===== src/hw/rtl/bftr_pkg.sv =====
`timescale 1ns / 1ps

package bftr_pkg;

    // Field widths
    localparam int STORE_AW  = 13;
    localparam int COORD_W   = 16;
    localparam int COLOR_W   = 32;
    localparam int HEIGHT_W  = 6;
    localparam int ROW_W     = 5;
    localparam int CHAR_W    = 8;
    localparam int BYTE_W    = 8;
    localparam int OPCODE_W  = 2;

    localparam int MAX_GLYPH_ROWS = 32;
    localparam int GLYPH_WIDTH    = 8;
    localparam int STORE_DEPTH    = 8192;

    // Stream widths
    localparam int S_TDATA_W = 64;
    localparam int M_TDATA_W = 2 * COORD_W + GLYPH_WIDTH * COLOR_W;

    // Input beat layout, lowest bit up
    localparam int S_ADDR_LSB   = 0;
    localparam int S_BYTE_LSB   = S_ADDR_LSB + STORE_AW;
    localparam int S_ORGX_LSB   = S_BYTE_LSB + BYTE_W;
    localparam int S_ORGY_LSB   = S_ORGX_LSB + COORD_W;
    localparam int S_CHAR_LSB   = S_ORGY_LSB + COORD_W;

    // Opcodes
    localparam logic [OPCODE_W-1:0] OP_LOAD   = 2'd0;
    localparam logic [OPCODE_W-1:0] OP_ORIGIN = 2'd1;
    localparam logic [OPCODE_W-1:0] OP_DRAW   = 2'd2;

    localparam logic [CHAR_W-1:0] NEWLINE_CODE = 8'd10;

    // Register indexes
    localparam int APB_AW = 4;
    localparam logic [1:0] REG_FOREGROUND = 2'd0;
    localparam logic [1:0] REG_BACKGROUND = 2'd1;
    localparam logic [1:0] REG_HEIGHT     = 2'd2;

    localparam logic [COLOR_W-1:0]  FOREGROUND_RESET = 32'hFFFF_FFFF;
    localparam logic [COLOR_W-1:0]  BACKGROUND_RESET = 32'h0000_0000;
    localparam logic [HEIGHT_W-1:0] HEIGHT_RESET     = 6'd16;

    typedef struct packed {
        logic load;      // write one glyph byte
        logic origin;    // set line start and cursor
        logic draw;      // start a glyph
        logic newline;   // carriage return and line feed
        logic issue;     // read one glyph row
    } dp_cmd_t;

    typedef struct packed {
        logic slot_free;   // a row read may be issued this cycle
        logic issue_last;  // the row about to be issued is the final one
        logic is_newline;  // character field holds the newline code
    } dp_status_t;

endpackage


===== src/hw/rtl/bftr_ctrl.sv =====
`timescale 1ns / 1ps

module bftr_ctrl
(
    input  logic                         clk,
    input  logic                         rst_n,
    input  logic                         s_tvalid,
    output logic                         s_tready,
    input  logic [bftr_pkg::OPCODE_W-1:0] opcode,
    input  bftr_pkg::dp_status_t         status,
    output bftr_pkg::dp_cmd_t            cmd
);

    localparam logic ST_IDLE = 1'b0;
    localparam logic ST_RUN  = 1'b1;

    logic state_reg;
    logic state_next;
    logic accept;

    assign s_tready = (state_reg == ST_IDLE);
    assign accept   = s_tvalid && s_tready;

    always_comb
    begin
        cmd         = '0;
        state_next  = state_reg;
        unique case (state_reg)
            ST_IDLE:
            begin
                if (accept)
                begin
                    cmd.load    = (opcode == bftr_pkg::OP_LOAD);
                    cmd.origin  = (opcode == bftr_pkg::OP_ORIGIN);
                    cmd.newline = (opcode == bftr_pkg::OP_DRAW) && status.is_newline;
                    cmd.draw    = (opcode == bftr_pkg::OP_DRAW) && !status.is_newline;
                    if (cmd.draw)
                    begin
                        state_next = ST_RUN;
                    end
                end
            end
            ST_RUN:
            begin
                // issue one row whenever the read stage can move on
                cmd.issue = status.slot_free;
                if (status.slot_free && status.issue_last)
                begin
                    state_next = ST_IDLE;
                end
            end
            default:
            begin
                state_next = ST_IDLE;
            end
        endcase
    end

    always_ff @(posedge clk or negedge rst_n)
    begin
        if (!rst_n)
        begin
            state_reg <= ST_IDLE;
        end
        else
        begin
            state_reg <= state_next;
        end
    end

endmodule


===== config.mk =====
export PLATFORM = sky130hd
export DESIGN_NAME = bftr_ctrl
export DESIGN_NICKNAME = d
export VERILOG_FILES = /design/src/hw/rtl/bftr_pkg.sv /design/src/hw/rtl/bftr_ctrl.sv
export SDC_FILE = /design/constraint.sdc
export NUM_CORES = 1
export LEC_CHECK = 0
export ABC_AREA = 1
export ABC_CLOCK_PERIOD_IN_PS = 800
export BUFFER_PORTS_ARGS = -buffer_cell sky130_fd_sc_hd__buf_2
export CAP_MARGIN = 40
export CELL_PAD_IN_SITES_DETAIL_PLACEMENT = 0
export CELL_PAD_IN_SITES_GLOBAL_PLACEMENT = 1
export CORE_AREA = 2 2 39 41
export DETAILED_ROUTE_END_ITERATION = 6
export DIE_AREA = 0 0 41 43
export GPL_TIMING_DRIVEN = 1
export PLACE_DENSITY = 0.49
export SLEW_MARGIN = 20
export SYNTH_ARGS = -nofsm -noshare
export SYNTH_HDL_FRONTEND = slang
export SYNTH_SLANG_ARGS = --single-unit

===== constraint.sdc =====
create_clock -name clk -period 0.8 [get_ports clk]
set_input_delay 0.12 -clock clk [delete_from_list [all_inputs] [get_ports clk]]
set_output_delay 0.12 -clock clk [all_outputs]
set_load 0.01 [all_outputs]

After elaboration in Yosys (flattened, before gate mapping) --
Index checks and enable logic that the tools add are counted.
Operators by class: add/sub/neg operators 0, multipliers 0, divide/modulo/power cells 0, shift-type cells 0, magnitude comparators 0, multiplexer cells 7, bitwise operators 1, eq/ne operators 2, reductions and logical operators 6
Operators with widths (number):
- $mux W4 | 2
- $logic_and A1 B1 Y1 | 4
- $mux W1 | 4
- $eq A2 B1 Y1 const B | 1
- $eq A2 B2 Y1 const B | 1
- $logic_not A2 Y1 | 1
- $pmux W1 S2 | 1
- $logic_not A1 Y1 | 1
- $not A1 Y1 | 1
Storage, ports and cells: memories kept 0, logic and storage cells 17, register bits after elaboration 1, ROM bits 0, bits of input ports 8, output and inout port bits 6, RAM bits 0, bits in latches 0

Logic depth before layout (Yosys ltp) --
Gate-level depths: netlist of run 1.
word-level depth 5, gate-level depth with buffers 4, depth with buffers taken out 4

Least setup slack after synthesis of run 1 --
OpenSTA, ideal clock, no wires.
path kind flip-flop to output port, start point register state_reg, end point output cmd[3] (netlist name), buffers on the path 0, required time 680 ps, stages on the path, launching flop included 4, setup slack -130 ps, data arrival time 810 ps, path through dfrtp_1 inv_2 nand2_1 nor3_1
RTL lines:
- start: declaration | line bftr_ctrl.sv:17 | logic state_reg;
- start signal: assignment | line bftr_ctrl.sv:67 | state_reg <= state_next;
- end: declaration | line bftr_ctrl.sv:11 | output bftr_pkg::dp_cmd_t cmd

==> out/metrics.cfg, run 1 <==
[worst_setup_path]
rr_worst_depth = 4
reg2reg_slack_ns = -0.02
path_cells = inv_2, nand2_4, nor3_2, buf_2
path_max_fanout = 3
crit_path_top_delay_cell = dfrtp_1
r2r_start = state_reg
endpoint = cmd[4]
setup.worst_path.end_class = primary output
crit_start = state_reg
crit-reg2reg-capture = state_reg
worstPathArrival_ns = 0.78
required_ns = 0.68
criticalPathCategory = reg -> out
cp-start-kind = flip-flop
critical-path-max-stage-delay_ns = 0.38

[grt]
track_usage_pct = 3.303
grt_pass1_vias = 116
grt_max_degree = 4
globalRouteOverflowTotal = 0
antenna_found_initial = 0
grt_pass1_wl_um = 441

[sta]
relSlewSlack_pct = 91.37
period_minus_slack_ns = 0.8963
hold_viol = 0
max_freq_mhz = 1116
finClkSkew_ns = 0
fin_ws_ns = -0.09630
period_share_pct = 112.0
setup_viol = 6
drv_slew = 0
rsz0062_at_grt = true
whs_ns = 0.3918
tightest_slew_ns = 0.1295

[synth]
synth_area_um2 = 102.6
yosysWarnings = 0
syn_inst = 20
synth_fp_nets = 28
ys_types = 8
ys_ff_latch = 1
yosysSeqAreaShare_pct = 24.39
avgSynthCellArea_um2 = 5.130

[routing]
avgRoutedWirePerCell_um = 5.630
wirelength_um = 304
routed_via_density = 2.907
drt_iter0_drc = 2
vias = 157
drt_pass1_iterations = 2
drc_errors = 0
drtAntennaViolNets = 0

[job]
cap_violations = 0

[status]
outcome = finished, violations left
violations = setup timing

[placed_design]
io_buffers = 13
post-dp-hpwl_um = 279.6
gp_congestion = 0.5815

[power]
power_density_nw_per_um2 = 706.5
ir_drop_mv = 0.1388
leakagePower_uw = 0.0001690
total_power_uw = 190.9

[clock_network]
insertion_delay_ns = 0
clk_pin_slew_ns = 0

[hold_path]
hp-class = in -> reg

[finish]
nNetsFinal = 48
largest_register_ffs = 1
drive_above_1_share_pct = 68.42
insertedDiodeCount = 0
area_growth_pct = 163.4

[floorplan]
die_h_um = 43
core_um2 = 1384
fp.dieW_um = 41
die_area_um2 = 1763
std_cell_rows = 14
io_pins = 14
start_util_pct = 7.414

[logic make-up after synthesis]
logic type,synth area share [%]
flip-flops,24.39
buffers and inverters,25.60
AND/OR/NAND/NOR,50.00
[layout make-up]
type	instances	area [um2]
tap	16	20.02
fill	151	1114
timing repair buffer	18	111.4
inverter	7	26.28
sequential	1	25.02
multi-input combinational	12	87.58
[synthesized netlist by cell type]
master | number | area, um2
dfrtp_1 | 1 | 25.02
inv_1 | 6 | 22.52
inv_2 | 1 | 3.750
nand2_1 | 6 | 22.52
nand3_1 | 1 | 5.000
nor2_1 | 2 | 7.510
nor2_2 | 1 | 6.260
nor3_1 | 2 | 10.01
[routing by layer]
layer	up-vias	track usage, %	part of all wire [%]
li1	92	-	-
met1	57	5.732	50
met2	8	4.688	39
met3	0	0	11
met4	0	0	0
met5	-	0	0
[how the worst min path moves through the flow]
stage                   start        end  depth (start not counted)
floorplan               rst_n  state_reg                          0
global placement        rst_n  state_reg                          1
detailed placement      rst_n  state_reg                          1
CTS                 status[1]  state_reg                          4
global route        status[1]  state_reg                          4
finish              status[1]  state_reg                          4
[critical path, delay by kind of cell, from the launching register on]
| family | cells | cell delay [ns] |
|---|---|---|
| buffers and inverters | 2 | 0.23 |
| DFF | 1 | 0.38 |
| and+or+nand+nor | 2 | 0.16 |
[timing repair]
| action | CTS | global route |
|---|---|---|
| endpoints found under the setup margin | 6 | 7 |
| hold buffers | 1 | 0 |
| buffers inserted | 1 | 0 |
| gates resized for setup | 1 | 3 |
| pin swaps | 5 | 1 |
| cloned | 0 | 0 |
| endpoints found under the hold margin | 1 | 0 |
[cell usage in the layout, fill, tap and decap left out]
cell type and instances:
buf_6 1, nand3_2 1, nor3_2 1, inv_2 1, buf_2 12, dlygate4sd3_1 1
dfrtp_1 1, nand2_2 1, inv_1 6, nor3_4 1, nand2_1 4, nor2_2 3
nand2_4 1, buf_4 4
[per-stage QoR]
step / worst slack [ns] / util (%) / setup TNS, ns / cells / cell area [um2]
final: -0.09630 / 19.53 / -0.4102 / 54 / 270.3
after global routing: -0.1535 / 19.53 / -0.8019 / 54 / 270.3
after CTS: -0.1180 / 18.54 / -0.5057 / 54 / 256.5
after detailed placement: -0.1388 / 17.09 / -0.5536 / 52 / 236.5
after global placement: -0.1469 / 17.09 / -0.5851 / 52 / 236.5
after floorplan: -0.06815 / - / -0.1465 / 20 / 128.9
[power by group]
part           internal [uW]  switching [uW]  total (uW)
Clock                      0               0           0
Combinational           67.2            61.3         129
Sequential              56.8            5.56        62.4
Total                    124            66.9         191
Note: power is estimated with default switching activity, not from simulation.
==> run 2, diff against run 1 <==
CORE_AREA = 3 3 40 42   (was 2 2 39 41)
DIE_AREA = 0 0 43 45   (was 0 0 41 43)
==> run 2 against run 1 <==
Register-to-register slack hardly changed; critical endpoint is now cmd[3]; via count rose by 3.2%; worst hold slack lost 0.011 ns; sequential power shrank 2%; fmax rose by 0.90%; largest cell class unchanged; the flow still finishes with violations (setup timing).
==> out/metrics.cfg, run 2 (synthesized netlist as in run 1, its figures left out) <==
[sta]
finClkSkew_ns = 0  ; unchanged
drv_slew = 0  ; unchanged
hold_viol = 0  ; unchanged
period_minus_slack_ns = 0.8883  ; -0.007966 ns
whs_ns = 0.3811  ; -0.01067 ns
rsz0062_at_grt = true
tightest_slew_ns = 0.1057  ; -0.02386 ns
relSlewSlack_pct = 92.92  ; +1.6 points
max_freq_mhz = 1126  ; +0.90%
period_share_pct = 111.0  ; -1.0 points
setup_viol = 6  ; unchanged
setup_tns_ns = -0.3550  ; +0.05524 ns
fin_ws_ns = -0.08833  ; +0.007967 ns

[worst_setup_path]
crit_buf_inv = 2  ; unchanged
critical-path-max-stage-delay_ns = 0.38  ; about the same
setup.worst_path.end_class = primary output
cp-start-kind = flip-flop
cpLargestDelayFamily = flip-flops
reg2reg_slack_ns = -0.02  ; about the same
path_max_fanout = 3  ; unchanged
crit_path_top_delay_cell = dfrtp_1
required_ns = 0.68  ; about the same
worstPathArrival_ns = 0.77  ; about the same
criticalPathCategory = reg -> out
path_cells = inv_2, nand2_4, nor3_4, buf_2

[floorplan]
start_util_pct = 7.984  ; +0.57 points
std_cell_rows = 13  ; -1
die_h_um = 45  ; +4.7%
core_um2 = 1285  ; -7.1%
io_pins = 14  ; unchanged
die_area_um2 = 1935  ; +9.8%
fp.dieW_um = 43  ; +4.9%

[finish]
nNetsFinal = 48  ; unchanged
layout_common_cells = 12 x buf_2, 6 x inv_1, 5 x nand2_1, 4 x buf_4, 2 x nor2_2
layout_commonest_cell = buf_2
insertedDiodeCount = 0  ; unchanged
final_cells = 53  ; -1.9%
largest_register_ffs = 1  ; unchanged
area_growth_pct = 152.4
utilization_pct = 20.16  ; +0.63 points
drive_above_1_share_pct = 60.53  ; -7.9 points

[hold_path]
hp-class = in -> reg

[routing]
drc_errors = 0  ; unchanged
drtAntennaViolNets = 0  ; unchanged
avgRoutedWirePerCell_um = 6.472  ; +15%
drt_iter0_drc = 7  ; +5
wirelength_um = 343  ; +13%
vias = 162  ; +3.2%
routed_via_density = 3.057  ; +5.1%
drt_pass1_iterations = 2  ; unchanged

[power]
leakagePower_uw = 0.0001688  ; -0.12%
ir_drop_mv = 0.1778  ; +28%
power_density_nw_per_um2 = 713.1  ; +0.95%

[placed_design]
place_ws_ns = -0.1403  ; -0.001420 ns
post-dp-hpwl_um = 315.1  ; +13%
dp.cells = 51  ; -1.9%
gp_congestion = 0.6094  ; +4.8%
io_buffers = 13  ; unchanged

[grt]
globalRouteOverflowTotal = 0  ; unchanged
grt_pass1_wl_um = 552  ; +25%
grt_pass1_vias = 128  ; +10%
track_usage_pct = 3.491  ; +0.19 points
antenna_found_initial = 0  ; unchanged
grt_max_degree = 4  ; unchanged

[status]
violations = setup timing
outcome = finished, violations left

[job]
cap_violations = 0  ; unchanged

[clock_network]
clk_pin_slew_ns = 0  ; unchanged
insertion_delay_ns = 0  ; unchanged

[run 2: report_power, final]
part           internal, uW  switching [uW]
registers              56.8            4.56
logic                  65.0            58.3
clock network             0               0
total                   122            62.9
[run 2: tightest hold or removal path: stages]
cell,delay [ns]
buf_2,0.07
nand2_1,0.04
nand2_1,0.05
nand2_1,0.04
[run 2: final cells by class]
cell class                      instances  area (um2)
Inverter                                7       26.28
Timing Repair Buffer                   18       111.4
Fill cell                             155        1026
Tap cell                               15       18.77
Multi-Input combinational cell         12       77.57
Sequential cell                         1       25.02
[run 2: routing by layer]
layer	routed length, um	global-route usage, %	up-vias
li1	-	-	92
met1	153	5.036	62
met2	141	5.689	8
met3	48	0.7968	0
met4	0	0	0
met5	0	0	-
[run 2: through the flow]
| step | power [uW] | cell area [um2] |
|---|---|---|
| final | 184.7 | 259.0 |
| after global routing | 199.0 | 259.0 |
| after CTS | 173.1 | 245.2 |
| after detailed placement | 169.0 | 235.2 |
| after global placement | 169.6 | 235.2 |
| after floorplan | 111.8 | 128.9 |
[run 2: worst paths after layout]
kind | startpoint | endpoint | depth (start not counted)
max in group asynchronous | rst_n | state_reg | 2
worst min register to register | state_reg | state_reg | 3
worst max-delay path | state_reg | cmd[3] | 4
worst max register to register | state_reg | state_reg | 4
min in group asynchronous | rst_n | state_reg | 2
worst min-delay path | status[1] | state_reg | 4
[run 2: what timing repair did]
| action | in CTS | in global routing |
|---|---|---|
| gates resized for setup | 0 | 2 |
| endpoints found under the setup margin | 6 | 6 |
| pin swaps | 3 | 0 |
| setup buffers | 0 | 1 |
| hold buffers | 1 | 0 |
| endpoints found under the hold margin | 1 | 0 |
